File: src/rtl/isps_pkg.sv
package isps_pkg;

  localparam int DATA_W = 32;

  localparam logic [1:0] KIND_OVERFLOW = 2'd0;
  localparam logic [1:0] KIND_FLUSH    = 2'd1;
  localparam logic [1:0] KIND_END      = 2'd2;

  localparam logic CMD_INSERT = 1'b0;
  localparam logic CMD_FINISH = 1'b1;

  typedef struct packed {
    logic                     command;
    logic signed [DATA_W-1:0] value;
  } in_t;

  typedef struct packed {
    logic signed [DATA_W-1:0] out_value;
    logic [1:0]               out_kind;
    logic                     last;
  } out_t;

  typedef enum logic [1:0] {
    CELL_HOLD,
    CELL_INSERT,
    CELL_SHIFT
  } cell_op_t;

  typedef struct packed {
    cell_op_t                 op;
    logic signed [DATA_W-1:0] value;
  } cell_ctrl_t;

endpackage

File: src/rtl/isps_cell.sv
module isps_cell (
  input  logic                               clk,
  input  isps_pkg::cell_ctrl_t               ctrl,
  input  logic                               occupied,
  input  logic                               prev_gt,
  input  logic signed [isps_pkg::DATA_W-1:0] prev_val,
  input  logic signed [isps_pkg::DATA_W-1:0] next_val,
  output logic                               gt,
  output logic signed [isps_pkg::DATA_W-1:0] val
);

  logic signed [isps_pkg::DATA_W-1:0] val_next;

  // empty slot counts as larger than any request value
  assign gt = !occupied || (val > ctrl.value);

  always_comb begin
    case (ctrl.op)
      isps_pkg::CELL_INSERT: begin
        if (!gt) begin
          val_next = val;
        end else if (prev_gt) begin
          val_next = prev_val;
        end else begin
          val_next = ctrl.value;
        end
      end
      isps_pkg::CELL_SHIFT: val_next = next_val;
      default:              val_next = val;
    endcase
  end

  always_ff @(posedge clk) begin
    val <= val_next;
  end

endmodule

File: src/rtl/insertion_sort_pipeline_stage.sv
// insert: accepted every cycle while the output slot is free; an overflow result
//   appears in the cycle after its request, inserts into a non-full store emit nothing
// finish: n stored values then the end marker, one per cycle while the output slot is free,
//   input held off until the end marker is issued; the cell chain shifts toward cell 0
// reset (synchronous): clears fill count, flush state and output valid;
//   stored cell values are left as they are
module insertion_sort_pipeline_stage #(
  parameter int CAPACITY = 32
) (
  input  logic           clk,
  input  logic           rst,
  input  logic           in_valid,
  output logic           in_ready,
  input  isps_pkg::in_t  in_data,
  output logic           out_valid,
  input  logic           out_ready,
  output isps_pkg::out_t out_data
);

  localparam int CNT_W = $clog2(CAPACITY + 1);

  logic [CNT_W-1:0] count;
  logic             flushing;

  logic signed [isps_pkg::DATA_W-1:0] cell_val [CAPACITY];
  logic                               cell_gt  [CAPACITY];
  isps_pkg::cell_ctrl_t               ctrl;

  logic out_free, in_fire, full, do_insert, do_finish;
  logic flush_step, emit_flush, emit_end, emit_ovf, load_out;
  isps_pkg::out_t out_next;

  assign out_free   = !out_valid || out_ready;
  assign in_ready   = !flushing && out_free;
  assign in_fire    = in_valid && in_ready;
  assign full       = count == CNT_W'(CAPACITY);
  assign do_insert  = in_fire && (in_data.command == isps_pkg::CMD_INSERT);
  assign do_finish  = in_fire && (in_data.command == isps_pkg::CMD_FINISH);
  assign flush_step = flushing && out_free;
  assign emit_flush = flush_step && (count != '0);
  assign emit_end   = flush_step && (count == '0);
  assign emit_ovf   = do_insert && full;
  assign load_out   = emit_flush || emit_end || emit_ovf;

  always_comb begin
    ctrl.value = in_data.value;
    if (do_insert) begin
      ctrl.op = isps_pkg::CELL_INSERT;
    end else if (emit_flush) begin
      ctrl.op = isps_pkg::CELL_SHIFT;
    end else begin
      ctrl.op = isps_pkg::CELL_HOLD;
    end
  end

  for (genvar i = 0; i < CAPACITY; i++) begin : g_cell
    localparam int PREV = (i == 0) ? 0 : i - 1;
    localparam int NEXT = (i == CAPACITY - 1) ? i : i + 1;
    isps_cell u_cell (
      .clk      (clk),
      .ctrl     (ctrl),
      .occupied (count > CNT_W'(i)),
      .prev_gt  ((i == 0) ? 1'b0 : cell_gt[PREV]),
      .prev_val ((i == 0) ? in_data.value : cell_val[PREV]),
      .next_val (cell_val[NEXT]),
      .gt       (cell_gt[i]),
      .val      (cell_val[i])
    );
  end

  always_comb begin
    out_next.last = 1'b0;
    if (emit_end) begin
      out_next.out_value = '0;
      out_next.out_kind  = isps_pkg::KIND_END;
      out_next.last      = 1'b1;
    end else if (emit_flush) begin
      out_next.out_value = cell_val[0];
      out_next.out_kind  = isps_pkg::KIND_FLUSH;
    end else begin
      // largest of the full store and the new value
      out_next.out_value = cell_gt[CAPACITY-1] ? cell_val[CAPACITY-1] : in_data.value;
      out_next.out_kind  = isps_pkg::KIND_OVERFLOW;
    end
  end

  always_ff @(posedge clk) begin
    if (rst) begin
      count     <= '0;
      flushing  <= 1'b0;
      out_valid <= 1'b0;
    end else begin
      if (load_out) begin
        out_valid <= 1'b1;
      end else if (out_ready) begin
        out_valid <= 1'b0;
      end
      if (do_insert && !full) begin
        count <= count + CNT_W'(1);
      end else if (emit_flush) begin
        count <= count - CNT_W'(1);
      end
      if (do_finish) begin
        flushing <= 1'b1;
      end else if (emit_end) begin
        flushing <= 1'b0;
      end
    end
  end

  always_ff @(posedge clk) begin
    if (load_out) begin
      out_data <= out_next;
    end
  end

`ifndef SYNTHESIS
  a_count_bound: assert property (@(posedge clk) disable iff (rst)
    count <= CNT_W'(CAPACITY))
    else $error("fill count above capacity");

  a_flush_blocks: assert property (@(posedge clk) disable iff (rst)
    flushing |-> !in_ready)
    else $error("request taken during flush");

  a_end_empty: assert property (@(posedge clk) disable iff (rst)
    (out_valid && out_data.last) |-> (count == '0 && !flushing &&
      out_data.out_kind == isps_pkg::KIND_END))
    else $error("end marker with store not empty");

  a_ovf_full: assert property (@(posedge clk) disable iff (rst)
    emit_ovf |=> (out_valid && count == CNT_W'(CAPACITY)))
    else $error("overflow result without full store");
`endif

endmodule

File: config.mk
export PLATFORM = sky130hd
export DESIGN_NAME = insertion_sort_pipeline_stage
export DESIGN_NICKNAME = d
export VERILOG_FILES = /design/src/rtl/isps_pkg.sv /design/src/rtl/isps_cell.sv /design/src/rtl/insertion_sort_pipeline_stage.sv
export SDC_FILE = /design/constraint.sdc
export NUM_CORES = 2
export LEC_CHECK = 0
export BUFFER_PORTS_ARGS = -buffer_cell sky130_fd_sc_hd__buf_2
export CORE_AREA = 4 4 504 506
export DETAILED_ROUTE_END_ITERATION = 6
export DIE_AREA = 0 0 508 510
export PLACE_DENSITY = 0.52
export SLEW_MARGIN = 40
export SYNTH_ARGS = -nofsm -noshare
export SYNTH_HDL_FRONTEND = slang
export SYNTH_SLANG_ARGS = --single-unit
File: constraint.sdc
create_clock -name clk -period 11.6 [get_ports clk]
set_clock_uncertainty 0.05 [all_clocks]
set_input_delay 1.16 -clock clk [delete_from_list [all_inputs] [get_ports clk]]
set_output_delay 1.16 -clock clk [all_outputs]
set_load 0.1 [all_outputs]
==> impl_metrics.ini <==
[status]
status = complete, no violations

[clocking]
numCtsBuffers = 140
post_cts_buffers = 0
ctsHoldBuffers = 0
cts_tree = done
post_cts_resized = 0
clock-sinks = 1067
cts_root_buffer = clkbuf_16
cts_buffer_depth = 3
clk_latency_ns = 0.82
path_clk_slew_ns = 0.06
cts_max_level = 4

[grt]
grt_max_degree = 169
overflow = 0
grt_pass1_vias = 63510
antenna_found_initial = 16
grt_pass1_wl_mm = 457.6
grtUsageTotal_pct = 23.81

[finish]
drive_gt1_share_pct = 7.667
syn2layout_area_growth_pct = 11.53
utilization_pct = 34.37
final_common_cell = nand2_1
n_fill_cell = 25490
multi_input_area_um2 = 43030
layout_common_cells = 1086 x nand2_1, 1083 x o21ai_0, 1059 x edfxtp_1, 1028 x ha_1, 787 x mux2i_1
seqCellArea_um2 = 31960
nets = 8666

[sta]
worst_slack_ns = 6.153
hold_viol_final = 0
hold-worst-slack_ns = 0.5413
setup_violations = 0
fin_crit_sh_pct = 46.95
relSlewSlack_pct = 34.30
rsz0062_at_grt = no
maxSlewViolCount = 0
fin_tns_setup_ns = 0
fin_crit_ns = 5.447
max_slew.worst_pin.slew_ns = 0.9854
timing.fmax_ghz = 0.1836

[worst_setup_path]
r2r_cells = 8
startpoint_type = primary input
path_cells = buf_2 -> buf_4 -> inv_2 -> buf_4 -> ha_1 -> a21oi_1 -> o21ai_0 -> a221oi_1 -> o221ai_1 -> a2111oi_0 -> a211o_1 -> buf_4 -> a211oi_1 -> a221o_1
crit_path_end_kind = flip-flop
r2r_slack_ns = 7.05
critical_path.startpoint = in_data[7]
crit_type = in -> reg
cp_max_fo = 22
slowest_stage = a2111oi_0
arrival_ns = 5.97
crit_required_ns = 12.12
slowest_delay_ns = 0.67
crit-reg2reg-launch = count[0]
crit_top_cell = buf_4
timing.rr.end = g_cell[20].u_cell.val[31]
crit_end = g_cell[28].u_cell.val[0]

[logic_synthesis]
synth_fa_ha_area_share_pct = 16.69
synth_ff_type = edfxtp_1
synthSimpleGateAreaFrac_pct = 11.11
syn_area_um2 = 77050
synthDistinctLibCells = 72
ys_seq_area_share_pct = 41.48
synth_xor_area_share_pct = 0.04547
synthArstFlopShare_pct = 0
synth_top_family_by_area = compound AO/OA/AOI/OAI gates
synth_nets = 8761
synth_seq_cells = 1067
synth_compound_area_share_pct = 16.79
yosysWarnings = 0
synth.area.mux_share_pct = 10.68
avgSynthCellArea_um2 = 10.01
synth_cells = 7696
synth_edf_count = 1059

[detailed_routing]
num_vias = 65580
ant_nets = 0
viasPerCell = 5.927
wl_per_cell_um = 28.94
dr.pass1.iters = 6
first_iter_violations = 7635
wirelength_mm = 320.1
drc = 0

[place]
hpwl_mm = 227.3
numPortBuffers = 73
dpl_worst_slack_ns = 5.026
routabilityCongestion = 0.9134

[power_and_ir_drop]
ir_worst_vdd_v = 0.0001461
pwr-share-comb_pct = 37.8
switching_share_pct = 41.17
power.total_uw = 18540
switching_power_uw = 7636
p_leak_uw = 0.03535
clock_power_share_pct = 23.4
p_int_uw = 10910
power_density_nw_per_um2 = 215.8
power_frac_seq_pct = 38.8

[floorplan]
rows = 184
die-area_um2 = 259100
start_util_pct = 30.82
die_h_um = 510
fp.dieW_um = 508
ios = 74
coreArea_um2 = 250000

[min_path]
hold_class = reg -> reg
min_from = g_cell[30].u_cell.val[0]

[flow_run]
max-cap-violations = 0
-- power groups by stage --
| stage | combinational [uW] | sequential [uW] | clock, uW |
|---|---|---|---|
| after floorplan | 4810 | 6600 | 0 |
| after global placement | 6640 | 7240 | 0 |
| after detailed placement | 6870 | 7240 | 0 |
| after CTS | 6890 | 7160 | 4390 |
| after global routing | 7710 | 7250 | 4540 |
| final | 7010 | 7200 | 4330 |
-- through the flow --
stage	instance area, um2	std cells
2_1_floorplan	77050	7696
3_3_place_gp	81210	10800
3_5_place_dp	81430	10810
4_1_cts	85830	11050
5_1_grt	85910	11060
6_report	85930	11060
-- Yosys cell counts, types with 13 or more instances --
master,number,share of area (%)
a2111o_1,17,0.25
a211oi_1,24,0.23
a21boi_0,38,0.37
a21o_1,72,0.70
a21oi_1,548,3.6
a221oi_1,13,0.15
a31oi_1,130,1.1
a32oi_1,34,0.39
and4_1,24,0.27
buf_1,30,0.15
buf_2,108,0.70
clkbuf_1,356,1.7
edfxtp_1,1059,41
ha_1,1028,17
inv_1,101,0.49
mux2_2,31,0.45
mux2i_1,787,10
nand2_1,1099,5.4
nand2b_1,15,0.12
nand3_1,186,1.2
nand4_1,237,1.9
nor2_1,227,1.1
nor2b_1,27,0.22
nor3_1,21,0.14
nor4_1,31,0.25
o211ai_1,84,0.82
o21a_1,38,0.37
o21ai_0,1087,7.1
o21ai_1,16,0.10
o31a_1,54,0.61
-- worst min-delay path by stage --
stage,to,cells after the start,slack [ns]
after floorplan,flushing,2,0.44
after global placement,flushing,2,0.46
after detailed placement,g_cell[29].u_cell.val[0],2,0.51
after CTS,g_cell[29].u_cell.val[0],2,0.53
after global routing,g_cell[29].u_cell.val[26],2,0.57
final,g_cell[29].u_cell.val[0],2,0.54
-- layout make-up --
type                       instances  share of cell area (%)
antenna                            8                 0.02330
clock buffer                     177                   4.349
clock inverter                    72                  0.7717
inverter                         102                  0.4630
multi-input combinational       6022                   50.08
sequential                      1067                   37.20
tap                             3348                   4.875
timing repair buffer             268                   2.244
-- sequential cells by signal, indices dropped and copies added (netlist names) --
| name | cells |
|---|---|
| g_cell.u_cell.val | 1024 |
| flushing | 1 |
| count | 6 |
| out_valid | 1 |
| out_data | 35 |
-- cell families (layout without fill, tap and decap cells) --
group,after synthesis,count (layout)
flip-flops,1067,1067
buffers and inverters,607,619
XOR/XNOR,4,4
multiplexers,818,818
adder cells (fa/ha/maj),1028,1028
AND/OR/NAND/NOR,1923,1923
AO/OA/AOI/OAI,2249,2249
other,0,8
-- worst max-delay path: cells and delay by family --
family | cells | cell delay, ns
adders and majority gates | 1 | 0.35
buffers and inverters | 5 | 1.96
AOI/OAI and AO/OA | 8 | 2.44
-- per-layer routing --
metal / vias to the layer above / track usage [%] / routed length (um)
li1: 29220 / - / -
met1: 32580 / 32.95 / 138000
met2: 3160 / 37.58 / 142800
met3: 619 / 3.602 / 26110
met4: 0 / 8.827 / 13210
met5: - / 0 / 0
Power figures use the tool's default switching activity.
